### config.mk
export PLATFORM = sky130hd
export DESIGN_NAME = rsf_window_filter
export DESIGN_NICKNAME = d
export VERILOG_FILES = /design/src/design/rsf_pkg.sv /design/src/design/rsf_window_filter.sv
export SDC_FILE = /design/constraint.sdc
export NUM_CORES = 1
export LEC_CHECK = 0
export ABC_AREA = 1
export BUFFER_PORTS_ARGS = -buffer_cell sky130_fd_sc_hd__buf_2
export CAP_MARGIN = 10
export CORE_MARGIN = 4
export CORE_UTILIZATION = 55
export DETAILED_ROUTE_END_ITERATION = 7
export GPL_TIMING_DRIVEN = 0
export HOLD_SLACK_MARGIN = 0.08
export PLACE_DENSITY_LB_ADDON = 0.1
export SLEW_MARGIN = 15
export SYNTH_ARGS = -nofsm -noshare
export SYNTH_HDL_FRONTEND = slang
export SYNTH_SLANG_ARGS = --single-unit
export TNS_END_PERCENT = 1
### constraint.sdc
create_clock -name clk -period 12.3 [get_ports clk]
set_clock_uncertainty 0.05 [all_clocks]
set_input_delay 2.46 -clock clk [delete_from_list [all_inputs] [get_ports clk]]
set_output_delay 2.46 -clock clk [all_outputs]
set_load 0.05 [all_outputs]
### src/design/rsf_pkg.sv
// shared types and constants for the rgb sharpen filter
`timescale 1ns / 1ps

package rsf_pkg;

    // one rgb pixel, red in the top byte
    typedef struct packed {
        logic [7:0] red;
        logic [7:0] green;
        logic [7:0] blue;
    } pixel_t;

    // one pixel leaving the line stores, with its window centre position
    typedef struct packed {
        logic       valid;
        logic       emit;
        logic [10:0] column;
        logic [11:0] row;
        pixel_t     up;
        pixel_t     mid;
        pixel_t     pix;
    } win_in_t;

    // one filtered result beat
    typedef struct packed {
        pixel_t     pix;
        logic [10:0] column;
        logic [11:0] row;
    } result_t;

    // output queue sizing, power of two
    localparam int OUT_DEPTH = 4;
    localparam int OUT_PTR_W = 2;
    localparam int OUT_CNT_W = 3;

    // configuration register indexes
    localparam logic REG_IMAGE_WIDTH  = 1'b0;
    localparam logic REG_IMAGE_HEIGHT = 1'b1;

    // register reset values and smallest usable frame side
    localparam logic [11:0] WIDTH_RESET  = 12'd640;
    localparam logic [12:0] HEIGHT_RESET = 13'd480;
    localparam int          MIN_DIM      = 3;

endpackage

### src/design/rsf_window_filter.sv
// 3x3 window registers and the sharpening kernel
`timescale 1ns / 1ps

module rsf_window_filter
    import rsf_pkg::*;
(
    input  logic    clk,
    input  logic    rst_n,
    input  win_in_t win_in,
    output logic    res_valid,
    output result_t res
);

    pixel_t      win_reg [9];
    logic        s2_valid_reg;
    logic        s2_emit_reg;
    logic [10:0] s2_column_reg;
    logic [11:0] s2_row_reg;
    logic [8:0][7:0] red_taps;
    logic [8:0][7:0] green_taps;
    logic [8:0][7:0] blue_taps;

    // centre times nine minus the ring of eight, clamped to a byte
    function automatic logic [7:0] sharpen_ch(input logic [8:0][7:0] taps);
        logic [11:0]        centre9;
        logic [10:0]        ring;
        logic signed [12:0] sum;
        centre9 = 12'({taps[4], 3'b000}) + 12'(taps[4]);
        ring = '0;
        for (int k = 0; k < 9; k++)
        begin
            if (k != 4)
            begin
                ring = ring + 11'(taps[k]);
            end
        end
        sum = $signed({1'b0, centre9}) - $signed({2'b00, ring});
        if (sum < 0)
        begin
            return 8'd0;
        end
        else if (sum > 13'sd255)
        begin
            return 8'd255;
        end
        return sum[7:0];
    endfunction

    // shift the window one column per pixel
    always_ff @(posedge clk or negedge rst_n)
    begin
        if (!rst_n)
        begin
            for (int k = 0; k < 9; k++)
            begin
                win_reg[k] <= '0;
            end
        end
        else if (win_in.valid)
        begin
            win_reg[0] <= win_reg[1];
            win_reg[1] <= win_reg[2];
            win_reg[2] <= win_in.up;
            win_reg[3] <= win_reg[4];
            win_reg[4] <= win_reg[5];
            win_reg[5] <= win_in.mid;
            win_reg[6] <= win_reg[7];
            win_reg[7] <= win_reg[8];
            win_reg[8] <= win_in.pix;
        end
    end

    // stage control
    always_ff @(posedge clk or negedge rst_n)
    begin
        if (!rst_n)
        begin
            s2_valid_reg <= 1'b0;
            s2_emit_reg  <= 1'b0;
        end
        else
        begin
            s2_valid_reg <= win_in.valid;
            s2_emit_reg  <= win_in.emit;
        end
    end

    // centre position
    always_ff @(posedge clk)
    begin
        if (win_in.valid)
        begin
            s2_column_reg <= win_in.column;
            s2_row_reg    <= win_in.row;
        end
    end

    // split channels
    always_comb
    begin
        for (int k = 0; k < 9; k++)
        begin
            red_taps[k]   = win_reg[k].red;
            green_taps[k] = win_reg[k].green;
            blue_taps[k]  = win_reg[k].blue;
        end
    end

    assign res_valid     = s2_valid_reg && s2_emit_reg;
    assign res.pix.red   = sharpen_ch(red_taps);
    assign res.pix.green = sharpen_ch(green_taps);
    assign res.pix.blue  = sharpen_ch(blue_taps);
    assign res.column    = s2_column_reg;
    assign res.row       = s2_row_reg;

endmodule

# == Word level (Yosys, flattened, before mapping) ==
# Cells that the tools add are included.
# word_totals
ff_bits,241
latch_bits,0
ram_bits,0
mem_bits_ro,0
out_inout_bits,48
word_cells,80
n_memories,0
# op_classes
addsub,27
mul,0
div_mod_pow,0
n_lt_le_gt_ge,6
eq_ne,0
shifts,0
n_mux,15
n_bitwise,0
reduce_logical,1
# op_table
cell,count
adder 11 x 8 -> 11 bit,12
two-way mux 8 bit,9
greater-than comparator 13 x 9 -> 1 bit (second input constant),3
< comparator 13 x 1 -> 1 bit (second input constant),3
subtractor 12 x 11 -> 13 bit,3
adder 11 x 8 -> 12 bit,3
adder 10 x 8 -> 11 bit,3
adder 9 x 8 -> 10 bit,3
adder 8 x 8 -> 9 bit,3
two-way mux 1 bit,6
logical AND 1 bit,1

# == Depth between registers and ports, before layout ==
# logic_depth
ltp_word,12
depth_mapped,24
ltp_nobuf,24

# == Worst setup path after synthesis ==
# No wires, ideal clock.
# synth_timing
path_kind,register to output
start,register win_reg (netlist bit red_taps[15])
end,output res[41] in the netlist's numbering
arrival_time_ps,4537
required_time_ps,9790
setup_slack_ps,5253
path_stages_with_launch,22
cell_sequence,dfrtp_1 -> inv_1 -> fa_1 -> inv_1 -> fa_1 -> fa_1 -> inv_1 -> fa_1 -> inv_1 -> fa_1 -> inv_1 -> ha_1 -> nand2_1 -> nor2_1 -> nand2_1 -> nand2_1 -> nand2_1 -> nand2_1 -> nand2_1 -> nor2_4 -> nand3_1 -> nand2_1
# synth_lines
element,line,source
"start, declared",rsf_window_filter.sv:14,pixel_t win_reg [9];
"end, declared",rsf_window_filter.sv:11,output result_t res

==> metrics.cfg <==
[status]
status = finished clean

[synth]
yosys_warnings = 0
synthMuxAreaShare_pct = 1.336
synth_nets = 2031
syn_avg_cell_area_um2 = 9.549
synth-simple-area-share_pct = 12.99
postSynthCellCount = 1677
netlist_area_mm2 = 0.01601
synth_xor_area_share_pct = 1.680
synth_top_family_by_area = adder cells
yosysSeqAreaShare_pct = 38.38
synth_compound_area_share_pct = 6.907
synth_fa_ha_area_share_pct = 28.64
ys_types = 27
synth-seq-cells = 241

[global_routing]
first_global_vias = 12020
grt_overflow = 0
grtUsageTotal_pct = 26.68
grt_max_degree = 94
grt_pass1_wl_um = 64470
antenna_found_initial = 0

[finish]
drive_gt1_share_pct = 13.77
area_growth_pct = 13.68
finalNetCount = 2208
finalNonFillerCells = 2257
diodes = 0

[floorplanning]
num_rows = 62
coreArea_mm2 = 0.02870
fp.dieH_um = 178.6
start_util_pct = 55.79
die-area_mm2 = 0.03191
fp.dieW_um = 178.6
io_pins = 147

[min_path]
hold_end = green_taps[60]
hold_depth = 2
hp-start = green_taps[68]
hp-class = reg2reg

[clocking]
insertion_delay_ns = 0.53
post-cts-setup-buffers = 0
tritoncts = done
clock_path_buffers = 3
cts_made_buffers = 27
ctsHoldBuffers = 0
ctsResizeCount = 0
path_clk_slew_ns = 0.06
cts_num_sinks = 241
htree_levels = 1
cts_root_buffer = clkbuf_16

[sta]
rsz0062_at_grt = false
setup_viol = 0
worst_pin_slew_ns = 1.063
finalCritPeriodShare_pct = 63.77
final.min_clock_period_ns = 7.844
final_max_slew_viol_count = 0
tns_ns = 0
slew_headroom_pct = 29.14
fmax_mhz = 127.5
hold_violations = 0

[drt]
drtIter0Drc = 719
vias = 11580
wl_per_cell_um = 18.16
routed_wirelength_um = 40980
first_pass_iters = 5
viasPerCell = 5.131
post-route-drc-count = 0
postRouteAntennaNets = 0

[placed_design]
placed_cells = 2209
port_buffers = 146
hpwl_um = 30610
gp_congestion = 0.8640

[setup_path]
critPathLaunchType = flip-flop
worstSetupPathType = reg2out
rrSetupSlack_ns = 11.14
r2r_start = green_taps[32]
crit_fanout = 11
r2r_cells = 2
cp.arrival_ns = 5.33
end_kind = output pin
required_ns = 9.79
r2r-end = green_taps[32]

[flow_run]
cap_violations = 0

[kinds of logic after synthesis]
logic type | count (synthesis)
AO/OA/AOI/OAI | 221
XOR/XNOR | 29
adder cells (fa/ha/maj) | 255
buffers and inverters | 428
flip-flops | 241
multiplexers | 19
AND/OR/NAND/NOR | 484
[worst max-delay path by stage]
stage	start	end	depth (start not counted)
floorplan	red_taps[15]	res[41]	21
global placement	rst_n	green_taps[47]	1
detailed placement	red_taps[15]	res[39]	22
CTS	red_taps[15]	res[44]	22
global route	green_taps[32]	res[33]	22
finish	green_taps[32]	res[33]	19
[metrics by stage]
stage | hold slack, ns | util, % | setup WS (ns) | cell area, um2
floorplan | 0.3998 | - | 5.253 | 16010
global placement | 0.4071 | 60.01 | 4.781 | 17230
detailed placement | 0.4131 | 60.24 | 4.992 | 17290
CTS | 0.4243 | 63.43 | 4.415 | 18210
global route | 0.4458 | 63.43 | 4.065 | 18210
finish | 0.4236 | 63.43 | 4.456 | 18210
[worst max-delay path, cell delays in order, from the launching register on]
cell and delay [ns]:
dfrtp_1 0.63, inv_1 0.21, fa_1 0.43, inv_1 0.09, fa_1 0.42, fa_1 0.47
fa_1 0.42, inv_1 0.11, fa_1 0.43, inv_1 0.08, ha_1 0.28, nand2_1 0.11
nand3_1 0.17, nand2_1 0.12, nand2_2 0.06, xor2_2 0.17, nor2_4 0.20, nand3_1 0.10
nand2_1 0.06, buf_2 0.25
[routing by layer]
| layer | global-route usage, % | share of wire, % |
|---|---|---|
| met1 | 36.08 | 41 |
| met2 | 44.39 | 48 |
| met3 | 5.914 | 8.0 |
| met4 | 6.588 | 2.6 |
| met5 | 0 | 0 |
[cell type report]
class | count | area, um2
well taps | 384 | 480.5
plain buffers | 46 | 177.7
inverters | 382 | 1434
multi-input cells | 1008 | 8257
clock buffers | 39 | 812.0
fillers | 2425 | 10500
clock inverters | 9 | 102.6
repair buffers | 148 | 795.8
flip-flops and latches | 241 | 6146
[cell usage in the layout, fill, tap and decap left out, types with 13 or more instances in the layout]
| cell | count |
|---|---|
| a21oi_1 | 63 |
| buf_1 | 21 |
| buf_2 | 149 |
| clkbuf_1 | 25 |
| clkbuf_16 | 28 |
| dfrtp_1 | 218 |
| edfxtp_1 | 23 |
| fa_1 | 186 |
| ha_1 | 69 |
| inv_1 | 380 |
| mux2_2 | 19 |
| nand2_1 | 316 |
| nand2_2 | 13 |
| nand3_1 | 49 |
| nor2_1 | 73 |
| o21ai_0 | 158 |
| xor2_1 | 20 |
[synth_stat cells (all sizes together)]
master / number / area share (%)
dfrtp: 218 / 34
nand3b: 1 / 0.047
edfxtp: 23 / 4.3
mux2: 19 / 1.3
nand2: 331 / 8.1
o21ai: 158 / 4.9
fa: 186 / 23
nand3: 55 / 1.9
a21oi: 63 / 2.0
ha: 69 / 5.4
xor2: 22 / 1.3
nand4: 8 / 0.39
clkbuf: 21 / 0.49
xnor2: 7 / 0.38
nor2: 86 / 2.4
nor3: 3 / 0.19
inv: 382 / 9.0
buf: 25 / 0.62
Power is left out: the tool's default activity adds up to more than one toggle a clock period on the data nets, which glitch-free logic cannot reach.
