==> src/design/rsf_pkg.sv <==
// shared types and constants for the rgb sharpen filter
`timescale 1ns / 1ps

package rsf_pkg;

    // one rgb pixel, red in the top byte
    typedef struct packed {
        logic [7:0] red;
        logic [7:0] green;
        logic [7:0] blue;
    } pixel_t;

    // one pixel leaving the line stores, with its window centre position
    typedef struct packed {
        logic       valid;
        logic       emit;
        logic [10:0] column;
        logic [11:0] row;
        pixel_t     up;
        pixel_t     mid;
        pixel_t     pix;
    } win_in_t;

    // one filtered result beat
    typedef struct packed {
        pixel_t     pix;
        logic [10:0] column;
        logic [11:0] row;
    } result_t;

    // output queue sizing, power of two
    localparam int OUT_DEPTH = 4;
    localparam int OUT_PTR_W = 2;
    localparam int OUT_CNT_W = 3;

    // configuration register indexes
    localparam logic REG_IMAGE_WIDTH  = 1'b0;
    localparam logic REG_IMAGE_HEIGHT = 1'b1;

    // register reset values and smallest usable frame side
    localparam logic [11:0] WIDTH_RESET  = 12'd640;
    localparam logic [12:0] HEIGHT_RESET = 13'd480;
    localparam int          MIN_DIM      = 3;

endpackage

==> src/design/rsf_out_fifo.sv <==
// small result queue that decouples the output stall from the pipeline
`timescale 1ns / 1ps

module rsf_out_fifo
    import rsf_pkg::*;
(
    input  logic    clk,
    input  logic    rst_n,
    input  logic    push,
    input  result_t push_data,
    input  logic    pop,
    output logic    head_valid,
    output result_t head_data
);

    result_t                fifo_mem [OUT_DEPTH];
    logic [OUT_PTR_W-1:0]   head_reg;
    logic [OUT_PTR_W-1:0]   tail_reg;
    logic [OUT_CNT_W-1:0]   count_reg;
    logic [OUT_CNT_W-1:0]   count_next;

    assign head_valid = (count_reg != '0);
    assign head_data  = fifo_mem[head_reg];

    // occupancy, the upstream credit count keeps it from overflowing
    always_comb
    begin
        count_next = count_reg;
        if (push && !pop)
        begin
            count_next = count_reg + OUT_CNT_W'(1);
        end
        else if (pop && !push)
        begin
            count_next = count_reg - OUT_CNT_W'(1);
        end
    end

    // pointers
    always_ff @(posedge clk or negedge rst_n)
    begin
        if (!rst_n)
        begin
            head_reg  <= '0;
            tail_reg  <= '0;
            count_reg <= '0;
        end
        else
        begin
            count_reg <= count_next;
            if (push)
            begin
                tail_reg <= tail_reg + OUT_PTR_W'(1);
            end
            if (pop)
            begin
                head_reg <= head_reg + OUT_PTR_W'(1);
            end
        end
    end

    // entry storage
    always_ff @(posedge clk)
    begin
        if (push)
        begin
            fifo_mem[tail_reg] <= push_data;
        end
    end

endmodule

==> config.mk <==
export PLATFORM = sky130hd
export DESIGN_NAME = rsf_out_fifo
export DESIGN_NICKNAME = d
export VERILOG_FILES = /design/src/design/rsf_pkg.sv /design/src/design/rsf_out_fifo.sv
export SDC_FILE = /design/constraint.sdc
export NUM_CORES = 1
export LEC_CHECK = 0
export BUFFER_PORTS_ARGS = -buffer_cell sky130_fd_sc_hd__buf_2
export CORE_UTILIZATION = 61
export CTS_BUF_LIST = sky130_fd_sc_hd__clkbuf_16
export CTS_CLUSTER_SIZE = 10
export DETAILED_ROUTE_END_ITERATION = 8
export PLACE_DENSITY_LB_ADDON = 0.05
export SLEW_MARGIN = 20
export SYNTH_ARGS = -nofsm -noshare
export SYNTH_HDL_FRONTEND = slang
export SYNTH_SLANG_ARGS = --single-unit
==> constraint.sdc <==
create_clock -name clk -period 3.7 [get_ports clk]
set_input_delay 0 -clock clk [delete_from_list [all_inputs] [get_ports clk]]
set_output_delay 0 -clock clk [all_outputs]
set_load 0.01 [all_outputs]
# Yosys cells after proc, flatten, opt, wreduce, memory -nomap -nowiden
# Memory sizes are Yosys's and may differ from the RTL's.
# Cells that the tools add are included.
[classes] addsub=4 n_mux=4 reduce_logical=6
[ops] op="3-bit 2-to-1 mux" n=2
[ops] op="2-bit by 1-bit adder with 2-bit output (second input constant)" n=2
[ops] op="3-bit by 1-bit adder with 3-bit output (second input constant)" n=1
[ops] op="3-bit nonzero test" n=1
[ops] op="3-bit by 1-bit subtractor with 3-bit output (second input constant)" n=1
[ops] op="1-bit logical AND" n=2
[ops] op="1-bit logical NOT" n=2
[ops] op="1-bit 2-to-1 mux" n=2
[ops] op="2-bit nonzero test" n=1
[word_totals] reg_bits=7 ram_bits=188 input_bits=51 output_inout_bits=48 word_cells=18 memories=1
[mem_list] memory="fifo_mem" depth=4 word_bits=47 read_ports=1 rd_clocked_by_memory_dff=0 wr=1 line="rsf_out_fifo.sv:16" source="result_t fifo_mem [OUT_DEPTH];"

# Logic depth before layout (Yosys ltp)
# Gate-level depths: netlist of the first run.
[depth] ltp_word=4 depth_mapped=7 ltp_nobuf=7

# Least setup slack after synthesis of the first run
# No wires, ideal clock.
[synth_timing] path_type="register -> register" from="register tail_reg[0]" to="memory fifo_mem[2][0] (netlist bit), enable pin" setup_time_ns=0.409 t_arrival_ns=1.746 required_time_ns=3.291 setup_slack_ns=1.545 path_stages_with_launch=4 n_path_buf=0 synth_period_minus_slack_ns=2.155 cell_sequence="dfrtp_1 > inv_1 > ha_1 > and2_1"
[synth_rtl] item="start, declared" line="rsf_out_fifo.sv:18" source="logic [OUT_PTR_W-1:0] tail_reg;"
[synth_rtl] item="start signal, assigned" line="rsf_out_fifo.sv:53" source="tail_reg <= tail_reg + OUT_PTR_W'(1);"
[synth_rtl] item="end, declared" line="rsf_out_fifo.sv:16"
# No word-level cell before the write port.

==> results.txt, run 1 <==
The flow ran to the end, and the final reports show no timing, DRC or antenna violations. The final count of pins violating max slew came to 0. Overall power consumption after layout is estimated at 6.792 mW.

The residual DRC count is 0. The footprint of the multi-input gates is about 1300 sq um. STA classifies the critical path endpoint as an output port.

For the pin with the worst max-slew slack, the measured transition is 1029 ps. The number of vias after detailed routing is ~3300. The number of antenna violations at the first check in global routing came out at 0. The number of nets in the synthesized netlist is 336.

The fraction of layout instances using a drive strength above 1 came out at 0.4044. The number of global-route vias before repair is 3704. The number of gates resized after CTS is 0. The synthesized netlist occupies a cell area of approximately 7000 sq um. The remaining global-route overflow is 0.

From bottom edge to top edge, the die measures 110.6 microns. Synthesis instantiated 20 different standard cells from the library. Clock tree synthesis found a total of a little under 200 sinks.

The H-tree was split into 4 levels. The cell count after placement came out at 515. The analysis attributes to cell leakage a power of 3.173 nW. The area growth from synthesis to layout came out at 24.50%.

Of all cell types, the one taking the most synthesized area is sky130_fd_sc_hd__edfxtp_1. For the worst setup path, the data required time is roughly 3700 ps. For the final routed database, the setup TNS stands at 0 ps.

The total I/O pin count is 99. Input and output buffers added on the ports amount to 98. The clock reaches the later pin of the worst-skew pair after between 400 and 500 ps.

Setup repair after global routing left no endpoint under its margin. The number of rows in the core area came out at 39. The share of the Yosys chip area taken by registers is 0.8093.

The final net count is 499. Of all nets on the critical path, the largest fanout is slightly below 50. The full die area came out at around 12000 sq um.

The startpoint type of the worst setup path is a flip-flop. The yosys synthesis warning count came out at 0. The final critical-path required period came out at 2338 ps. The number of DRC violations after detailed-routing iteration 0 is roughly 180. The flip-flop and latch count after synthesis came out at 195. The path class of the tightest hold or removal check is in2reg. Entering global routing, the biggest net connects 50 pins. The post-route antenna net violation count is 0. The number of flip-flops in the largest register came out at 188. The detailed-placement wirelength estimate came out at 6.741 mm. TritonCTS built the clock tree. The number of vias per cell after detailed routing came out at 5.530. The maximum clock path buffer count came out at 2. The die width is 110.6 microns. The global-route total usage across every layer came out at 0.2203. The final count of hold timing violations came out at 0.

Sorting the synthesized cells by area gives the leading types as sky130_fd_sc_hd__edfxtp_1 78%, sky130_fd_sc_hd__mux4_2 14%, sky130_fd_sc_hd__dfrtp_1 2.4%. The max capacitance violation total is 0. The number of instances in the synthesized netlist is between 200 and 300.

In the final layout, flip-flops and latches occupy 5826 sq um. The filler cell count in the final layout came out at ~610. The routed design has 12.36 mm of wire. Based on the critical path, the design can be clocked at up to around 430 MHz. The placer congestion estimate is 0.6546.

The path type of the worst setup path is reg2out. The instance area after placement is 7820 sq um. The final number of setup-violating endpoints came out at 0. After clock tree synthesis, the clock-pin slew on the worst setup and hold paths is approximately 60 ps. The worst path arrival time is between 2000 and 2500 ps.

In the final routed layout, each cell accounts on average for 20.67 microns. The fraction of synthesized cell area taken by the top area cell type is 0.7850. In this run the clock root is driven by a sky130_fd_sc_hd__clkbuf_16. The initial utilization of the core area, before any placement, comes to 0.6272. Once layout is complete, the cells apart from fillers number approximately 600.

Clock tree synthesis inserted a total of 17 buffers. The count of TritonRoute iterations in the first routing pass is 4. The global-route wire length before repair is 19.38 mm. In the finished design, the share of the clock period the worst path needs comes to 0.6318. The headroom to the max-slew limit came out at 0.3141.

The mean instance size in the synthesized netlist is 25.78 sq um. IR analysis of the VDD net gives a maximum drop of 0.0006148 V. The post-route cell area is 8954 sq um. The antenna diode count is 0. The maximum clock skew at final layout came out at about 7.6 ps.

The floorplan step defined a core boundary enclosing 11470 sq um. In this run the power density over the cells is 758.5 nW/um^2.
cell usage in the layout (no fill, tap or decap):
master / count
sky130_fd_sc_hd__or3_1: 1
sky130_fd_sc_hd__xor2_1: 4
sky130_fd_sc_hd__buf_4: 6
sky130_fd_sc_hd__inv_1: 7
sky130_fd_sc_hd__dfrtp_4: 1
sky130_fd_sc_hd__nor2_1: 1
sky130_fd_sc_hd__and2_2: 4
sky130_fd_sc_hd__ha_1: 5
sky130_fd_sc_hd__fa_1: 1
sky130_fd_sc_hd__dfrtp_2: 1
sky130_fd_sc_hd__clkinv_1: 1
sky130_fd_sc_hd__mux4_2: 45
sky130_fd_sc_hd__clkinv_2: 5
sky130_fd_sc_hd__mux4_1: 2
sky130_fd_sc_hd__dfrtp_1: 5
sky130_fd_sc_hd__xnor2_1: 2
sky130_fd_sc_hd__bufinv_16: 5
sky130_fd_sc_hd__o21ai_0: 1
sky130_fd_sc_hd__buf_2: 98
sky130_fd_sc_hd__clkinvlp_4: 1
sky130_fd_sc_hd__dlygate4sd3_1: 51
sky130_fd_sc_hd__clkbuf_16: 17
sky130_fd_sc_hd__mux2_2: 1
sky130_fd_sc_hd__nand2_1: 2
sky130_fd_sc_hd__edfxtp_1: 188
synthesized netlist by cell type:
library cell               instances
sky130_fd_sc_hd__edfxtp_1        188
sky130_fd_sc_hd__mux4_2           45
sky130_fd_sc_hd__dfrtp_1           7
sky130_fd_sc_hd__ha_1              5
sky130_fd_sc_hd__and2_1            4
sky130_fd_sc_hd__inv_1             4
sky130_fd_sc_hd__xor2_1            4
sky130_fd_sc_hd__buf_2             3
sky130_fd_sc_hd__buf_4             3
sky130_fd_sc_hd__buf_12            2
sky130_fd_sc_hd__clkbuf_1          2
sky130_fd_sc_hd__mux4_1            2
sky130_fd_sc_hd__nand2_1           2
sky130_fd_sc_hd__xnor2_1           2
sky130_fd_sc_hd__buf_6             1
sky130_fd_sc_hd__fa_1              1
sky130_fd_sc_hd__mux2_2            1
sky130_fd_sc_hd__nor2_1            1
sky130_fd_sc_hd__o21ai_0           1
sky130_fd_sc_hd__or3_1             1
what timing repair did:
item,CTS,global route
hold buffers,51,0
hold endpoints to repair,199,0
setup buffers,0,0
routing by layer:
metal  vias to the layer above  GRT usage  routed length, microns
met4                         0    0.09511                     197
met5                         -          0                       0
li1                       1505          -                       -
met3                        15    0.05159                     424
met2                        89     0.3660                    6530
met1                      1698     0.2824                    5205
report_power, final:
group,switching (mW),internal [mW],leakage (nW)
Sequential,0.339,2.90,1.81
Combinational,0.770,0.883,1.05
Clock,0.721,1.18,0.317
Total,1.83,4.96,3.17
metrics by stage:
step	worst slack, ps	hold slack (ps)	util
2_1_floorplan	1545	-295.6	-
3_3_place_gp	1564	-162.8	0.6819
3_5_place_dp	1530	-155.8	0.6819
4_1_cts	1289	303.6	0.7808
5_1_grt	1200	319.8	0.7808
6_report	1362	314.1	0.7808
critical path: stages, from the launching register on:
cell,delay [ps]
sky130_fd_sc_hd__dfrtp_4,1040
sky130_fd_sc_hd__mux4_2,650
sky130_fd_sc_hd__buf_2,160
cells by family after synthesis:
| group | Yosys count | share of synthesized area |
|---|---|---|
| adders and majority gates | 6 | 0.01148 |
| AOI/OAI and AO/OA | 1 | 0.0006952 |
| buffers and inverters | 15 | 0.01548 |
| DFF | 195 | 0.8093 |
| muxes | 48 | 0.1498 |
| and+or+nand+nor | 8 | 0.005915 |
| xor gates and xnor gates | 6 | 0.007307 |
final timing paths:
path / start / end / slack (ps) / cells after the start
max: head_reg[0] / head_data[11] / 1360 / 2
min: push_data[29] / fifo_mem[0][29] / 310 / 2
max reg2reg: tail_reg[0] / fifo_mem[0][46] / 1540 / 4
min reg2reg: count_reg[2] / count_reg[2] / 490 / 1
max in group asynchronous: rst_n / head_reg[0] / 2900 / 3
min in group asynchronous: rst_n / head_reg[0] / 530 / 3
final cells by class:
cell class	instances	share of cell area
clock buffer	17	0.04751
clock inverter	15	0.02208
inverter	4	0.001677
multi-input combinational	69	0.1413
sequential	195	0.6506
tap	143	0.01998
timing repair buffer	155	0.1168
Note: power is estimated with default switching activity, not from simulation.
==> inputs of run 2 (changes only) <==
--- a/config.mk
+++ b/config.mk
@@ -6,7 +6,7 @@
 export NUM_CORES = 1
 export LEC_CHECK = 0
 export BUFFER_PORTS_ARGS = -buffer_cell sky130_fd_sc_hd__buf_2
-export CORE_UTILIZATION = 61
+export CORE_UTILIZATION = 51
 export CTS_BUF_LIST = sky130_fd_sc_hd__clkbuf_16
 export CTS_CLUSTER_SIZE = 10
 export DETAILED_ROUTE_END_ITERATION = 8
==> constraint.sdc (replaced) <==
create_clock -name clk -period 2 [get_ports clk]
set_input_delay 0 -clock clk [delete_from_list [all_inputs] [get_ports clk]]
set_output_delay 0 -clock clk [all_outputs]
set_load 0.01 [all_outputs]
==> run 2 against run 1 <==
Against the previous run:
- non-clock buffer count rose by 9
- highest routed layer unchanged
- core utilization shrank 12 points
- via count grew 2.4%
- critical path depth rose by 1
- clock skew increased by 0.64 ps
- final cell count is 7.7% higher
- register-to-register slack lost 1100 ps
- global-route usage is 3.6 points lower
- sequential power rose by 72%
- power rose by 93%
- critical path type unchanged
==> results.txt, run 2 (synthesis gave the netlist of run 1 again) <==
The worst min-delay path class is in2reg. The final count of hold timing violations is 0. Excluding fillers, the count of instances in the completed layout stands at ~640. The sum of routed wire length over all layers came out at 12.23 mm. The number of rows in the core area came out at 43. The master cell of the clock root buffer is sky130_fd_sc_hd__clkbuf_16.

The final count of pins violating max slew came out at 0. The final critical-path share of the clock period is 0.9117. The filler cell count in the final layout is between 900 and 1000. The final net count came out at between 500 and 600. The chip height came out at ~120 microns. Leaving out fill and tap cells, the most frequent cell in the layout is sky130_fd_sc_hd__edfxtp_1.

The startpoint type of the worst setup path is a flip-flop. The count of cells along the worst hold path came out at 3. The highest attainable clock frequency came out at 548.5 MHz. The run finished with clean final reports.

The instance area after placement came out at 7994 sq um. The global-route total usage across every layer came out at 0.1839. The total I/O pin count is 99.

The post-route antenna net violation count is 0. In the layout the commonest cells are 188 x sky130_fd_sc_hd__edfxtp_1, 98 x sky130_fd_sc_hd__buf_2, 51 x sky130_fd_sc_hd__dlygate4sd3_1. The area growth from synthesis to layout is 27.99%.

At the worst endpoint, the arrival time is 1820 ps. The final critical-path required period came out at 1823 ps. The antenna diode count came out at 0. The post-route cell area came out at 9205 sq um.

The maximum clock skew at final layout is slightly above 8 ps. Setup repair after global routing left no endpoint under its margin. The detailed-placement wirelength estimate came out at 7.270 mm. Routability-driven placement finished with a final weighted congestion of 0.6990. Summing over every cut layer, the via total after detailed routing is 3388. The total negative setup slack came out at 0 ps. The area of the core is 13830 sq um. The level count of the clock H-tree came out at 4. The endpoint identified for the worst register-to-register timing path is fifo_mem[2][39].

The number of global-route vias before repair is 3640. The required time of the critical path is 2000 ps. The fraction of layout instances using a drive strength above 1 is 0.4203. In the final layout, the multi-input gates occupy between 1000 and 1500 sq um. The global-route wire length before repair is 19.19 mm. The die width came out at 120.8 microns. In the routed layout, each cell is associated on average with a via count of 5.261.

The headroom to the max-slew limit came out at 0.7528. The count of TritonRoute iterations in the first routing pass is 4. For the worst flop-to-flop path, the logic depth is 4. STA classifies the critical path endpoint as an output port. The number of flip-flops in the largest register came out at 188. The critical path in this run is classified as reg2out. Counting along the longest clock path gives a buffer depth of 2. The initial utilization of the core area, before any placement, comes to 0.5201. The remaining global-route overflow came out at 0. The number of CTS-inserted buffers came out at 17. The setup slack on the worst flop-to-flop path is 450 ps. Total power for the finished layout comes to 13.12 mW.

Entering global routing, the biggest net connects 48 pins. The number of antenna violations at the first check in global routing is 0. The tree built by TritonCTS fans out to between 150 and 200 sinks. The TritonCTS clock tree is built. The startpoint identified for the worst register-to-register timing path is tail_reg[0]. The hold path startpoint is pop. The maximum fanout encountered on the critical timing path came out at 21. The full die area came out at between 10000 and 15000 sq um.

The clock input transition at the sequential cells of the worst setup and hold paths came out at 60 ps. Tracing the worst setup path back leads to its startpoint at head_reg[0]. The static leakage came out at 3.255 nW. The maximum ir drop on the vdd rail is 0.0009092 V.

The actual transition at the worst max-transition pin came out at 370.7 ps. The max capacitance violation total came out at 0. The port buffer count is 98.

The register cell area after layout is ~6000 sq um. The number of DRC violations after detailed-routing iteration 0 came out at 247. The cell count after placement came out at 559. The later pin in the worst-skew pair is clocked with a latency of 420 ps. The power density relative to cell area is between 1000 and 1500 nW/um^2.

The average wire per cell in the routed design is 18.99 microns. The residual DRC count is 0. Setup violations remaining at the end of the flow were counted as 0.

The path with the worst hold slack has its endpoint at head_reg[0].
==> run 2: cell count changes in the layout (fill, tap and decap cells not counted) <==
| cell | previous run | this run |
|---|---|---|
| sky130_fd_sc_hd__buf_4 | 6 | 9 |
| sky130_fd_sc_hd__bufinv_16 | 5 | 7 |
| sky130_fd_sc_hd__clkinv_4 | 0 | 1 |
| sky130_fd_sc_hd__clkinv_2 | 5 | 2 |
| sky130_fd_sc_hd__buf_12 | 0 | 6 |
| sky130_fd_sc_hd__clkinvlp_4 | 1 | 2 |
| sky130_fd_sc_hd__inv_6 | 0 | 1 |
| sky130_fd_sc_hd__inv_1 | 7 | 5 |
==> run 2: worst max-delay path by stage <==
stage	cells after the start	endpoint	slack, ps
finish	3	head_data[3]	180
detailed placement	4	fifo_mem[2][4]	420
floorplan	3	fifo_mem[2][0]	350
global route	3	head_data[37]	80
global placement	4	fifo_mem[2][4]	440
CTS	3	head_data[3]	130
==> run 2: area by class of cell <==
cell class | count | share of cell area
clock inverter | 15 | 0.02827
tap | 180 | 0.02447
timing repair buffer | 164 | 0.1291
clock buffer | 17 | 0.04621
sequential | 195 | 0.6329
multi-input combinational | 69 | 0.1374
inverter | 4 | 0.001631
==> run 2: repair_timing <==
item / 4_1_cts / 5_1_grt
buffers inserted: 2 / 0
hold buffers: 51 / 0
hold endpoints to repair: 199 / 0
endpoints found under the setup margin: 19 / 0
resized for setup: 0 / 0
==> run 2: worst max-delay path, cell delays in order, from the launching register on <==
cell and delay (ps):
sky130_fd_sc_hd__dfrtp_4 470, sky130_fd_sc_hd__buf_12 220, sky130_fd_sc_hd__mux4_2 530, sky130_fd_sc_hd__buf_2 160
==> run 2: layer usage <==
layer | up-vias | part of all wire | GRT usage
met1 | 1776 | 0.45 | 0.2505
met4 | 0 | 0.0073 | 0.06481
li1 | 1532 | - | -
met5 | - | 0 | 0
met3 | 6 | 0.035 | 0.04811
met2 | 74 | 0.50 | 0.2906
==> run 2: report_power, final <==
group	switching [mW]	total (mW)	internal [mW]	leakage, nW
registers	0.212	5.57	5.35	1.81
logic	1.88	3.71	1.83	1.12
clock network	1.38	3.85	2.46	0.332
==> run 2: through the flow <==
stage / hold WS (ps) / utilization / setup WS, ps
2_1_floorplan: -295.6 / - / 347.9
3_3_place_gp: -158.0 / 0.5781 / 443.4
3_5_place_dp: -151.5 / 0.5781 / 415.6
4_1_cts: 302.0 / 0.6657 / 134.8
5_1_grt: 311.8 / 0.6657 / 81.33
6_report: 316.9 / 0.6657 / 176.7
==> inputs of run 3 (changes only) <==
--- a/config.mk
+++ b/config.mk
@@ -10,7 +10,9 @@
 export CTS_BUF_LIST = sky130_fd_sc_hd__clkbuf_16
 export CTS_CLUSTER_SIZE = 10
 export DETAILED_ROUTE_END_ITERATION = 8
+export GPL_TIMING_DRIVEN = 1
 export PLACE_DENSITY_LB_ADDON = 0.05
+export SETUP_SLACK_MARGIN = 0.3
 export SLEW_MARGIN = 20
 export SYNTH_ARGS = -nofsm -noshare
 export SYNTH_HDL_FRONTEND = slang
==> run 3 against run 2 <==
Against the previous run:
- critical path depth is 1 higher
- first-iteration DRC count is 1.6% lower
- clock-buffer cell count stayed put
- design area is 2.0% higher
- sequential power hardly changed
- global-route usage hardly changed
- hold slack better by 8.6 ps
- final cell count is 0.62% higher
- register-to-register slack hardly changed
- sequential cell count stayed put
- highest routed layer unchanged
- clock power hardly changed
- wire length is 0.85% higher
==> results.txt, run 3 (synthesis gave the netlist of run 1 again) <==
The flow ran to the end, and the final reports show no timing, DRC or antenna violations. In this run, the number of DRC markers left after iteration 0 of detailed routing was 243. The effective utilization at floorplan is 0.5201. The library cell used most frequently in the layout, excluding fill and tap cells, is sky130_fd_sc_hd__edfxtp_1. Among all stages on the critical path, the largest delay is contributed by sky130_fd_sc_hd__dfrtp_4. The die is approximately 120 microns tall. The total clock sinks came out at 195. The full die area came out at between 10000 and 15000 sq um.

The number of flip-flops in the largest register came out at ~190. In this run the worst hold path is classified as in2reg. At the end of the flow, the number of nets in the layout was 512. The remaining global-route overflow came out at 0. TritonCTS built the clock tree.

The average wire per cell in the routed design came out at about 19 microns. The post-route antenna net violation count came out at 0. Clock-pin slew was measured on the worst setup and hold paths at 60 ps. The number of vias per cell after detailed routing came out at 5.261. The final number of setup-violating endpoints is 0.

The pin count of the biggest net entering global routing is 48. The first global-routing pass estimated 19.22 mm of wire. The final critical-path required period is 1833 ps. The total area inside the core boundary comes to 13830 sq um. The worst slack on hold paths came out at approximately 330 ps.

The footprint of the multi-input gates came out at 1261 sq um. The port buffer count came out at 98. The placer congestion estimate came out at 0.6990. Across the run, the number of max-cap violations was 0.

The number of global-route vias before repair came out at 3653. The number of rows in the core area came out at 43. The actual transition at the worst max-transition pin is 369.8 ps. The antenna diode count is 0.

Setup repair after global routing could not meet its margin everywhere. For the worst setup path, the data arrival time is about 1800 ps. The delay of the slowest cell on the worst path is 520 ps. The required time of the critical path is 2000 ps. The count of TritonRoute iterations in the first routing pass is 4.

The number of vias after detailed routing came out at 3409. In the global route stage, overall resource usage came out at 0.1843. The number of antenna violations at the first check in global routing came out at 0. The total negative setup slack came out at 0 ps. The setup path with the least slack is of type reg2out. Broken down by cell family, the worst path's largest delay share belongs to flip-flops. The die is 120.8 microns wide.

The headroom to the max-slew limit is 0.7535. STA classifies the critical path startpoint as a flip-flop. The tree is rooted in a sky130_fd_sc_hd__clkbuf_16. The sequential cells in the finished layout cover a total of 5826 sq um. The residual DRC count is 0. At the placement stage, the worst setup path has a slack of 415.6 ps. The final count of pins violating max slew is 0. For the worst-skew pair, the clock arrives at the later sink with an insertion delay of 420 ps. The final count of hold timing violations came to 0. After detailed placement, the design holds a cell count of 559. The highest attainable clock frequency is 545.6 MHz. The detailed-placement wirelength estimate is 7.270 mm. The level count of the clock H-tree came out at 4.

The maximum clock path buffer count is 2. The top cell types in the final layout, fill and taps aside, are 188 x sky130_fd_sc_hd__edfxtp_1, 81 x sky130_fd_sc_hd__buf_2, 51 x sky130_fd_sc_hd__dlygate4sd3_1. For the final database, setup skew stands at 6.830 ps.

IR analysis of the VDD net gives a maximum drop of 0.0009110 V. The number of standard cells in the layout, taps in and fillers out came out at approximately 650. The number of buffers and inverters on the critical path came out at 3. During I/O placement, the number of pins put on the boundary was 99.

The power density relative to cell area is 1450 nW/um^2. Counting the buffers created by CTS gives 17. The worst setup path is captured at an output port. The sum of routed wire length over all layers is 12.33 mm.

Along the worst path, the maximum fanout reaches 8. The worst path meets setup with 167.3 ps of slack. For this design the static power due to leakage is 3.326 nW. The signal on the critical path passes through buf_12 -> clkbuf_16 -> mux4_2 -> buf_6.

The core occupancy in the finished layout is 0.6790. The final critical-path share of the clock period is 0.9164. Fill cells in the final layout number 906. The area growth from synthesis to layout came out at 30.55%. The fraction of layout instances using a drive strength above 1 came out at 0.4274.
## run 3: cell count changes in the layout (fill, tap and decap cells not counted)
cell | before | now
sky130_fd_sc_hd__buf_2 | 98 | 81
sky130_fd_sc_hd__mux4_2 | 45 | 46
sky130_fd_sc_hd__buf_6 | 0 | 18
sky130_fd_sc_hd__clkbuf_16 | 17 | 19
sky130_fd_sc_hd__mux4_1 | 2 | 1
sky130_fd_sc_hd__buf_12 | 6 | 7
## run 3: worst min-delay path, stage by stage
cell and delay, ps:
sky130_fd_sc_hd__dlygate4sd3_1 520, sky130_fd_sc_hd__buf_2 130, sky130_fd_sc_hd__xor2_1 60
## run 3: path summary, 6_finish.rpt
| check | start | to | slack [ps] | cells after the start |
|---|---|---|---|---|
| worst min-delay path | pop | head_reg[0] | 330 | 3 |
| worst min register to register | count_reg[2] | count_reg[2] | 470 | 1 |
| max in group asynchronous | rst_n | head_reg[0] | 1180 | 3 |
| worst max register to register | tail_reg[0] | fifo_mem[2][43] | 440 | 4 |
| min in group asynchronous | rst_n | count_reg[1] | 540 | 3 |
| worst max-delay path | head_reg[0] | head_data[10] | 170 | 4 |
## run 3: through the flow
step	power, mW	instance area (sq um)
after global routing	14.28	9389
after CTS	13.40	9231
after detailed placement	9.356	7994
after floorplan	8.008	7197
after global placement	9.293	7994
final	13.61	9389
## run 3: report_power, final
group	internal, mW	switching [mW]	total [mW]
Clock	2.46	1.38	3.84
Combinational	2.23	1.98	4.21
Sequential	5.35	0.210	5.56
## run 3: cell type report
class                      instances  share of cell area
timing repair buffer             168              0.1466
clock inverter                    15             0.02772
sequential                       195              0.6205
clock buffer                      17             0.04531
inverter                           4            0.001599
tap                              180             0.02399
multi-input combinational         69              0.1343
## run 3: routing by layer
metal	global-route usage	vias up	routed length, microns
met4	0.06481	0	104
met1	0.2502	1788	5595
li1	-	1538	-
met2	0.2920	75	6199
met5	0	-	0
met3	0.04858	8	433
## run 3: repair_timing
action	in CTS	in global routing
hold buffers	51	0
cloned	0	2
endpoints found under the setup margin	47	47
hold endpoints to repair	199	0
buffers inserted	3	1
resized for setup	5	15
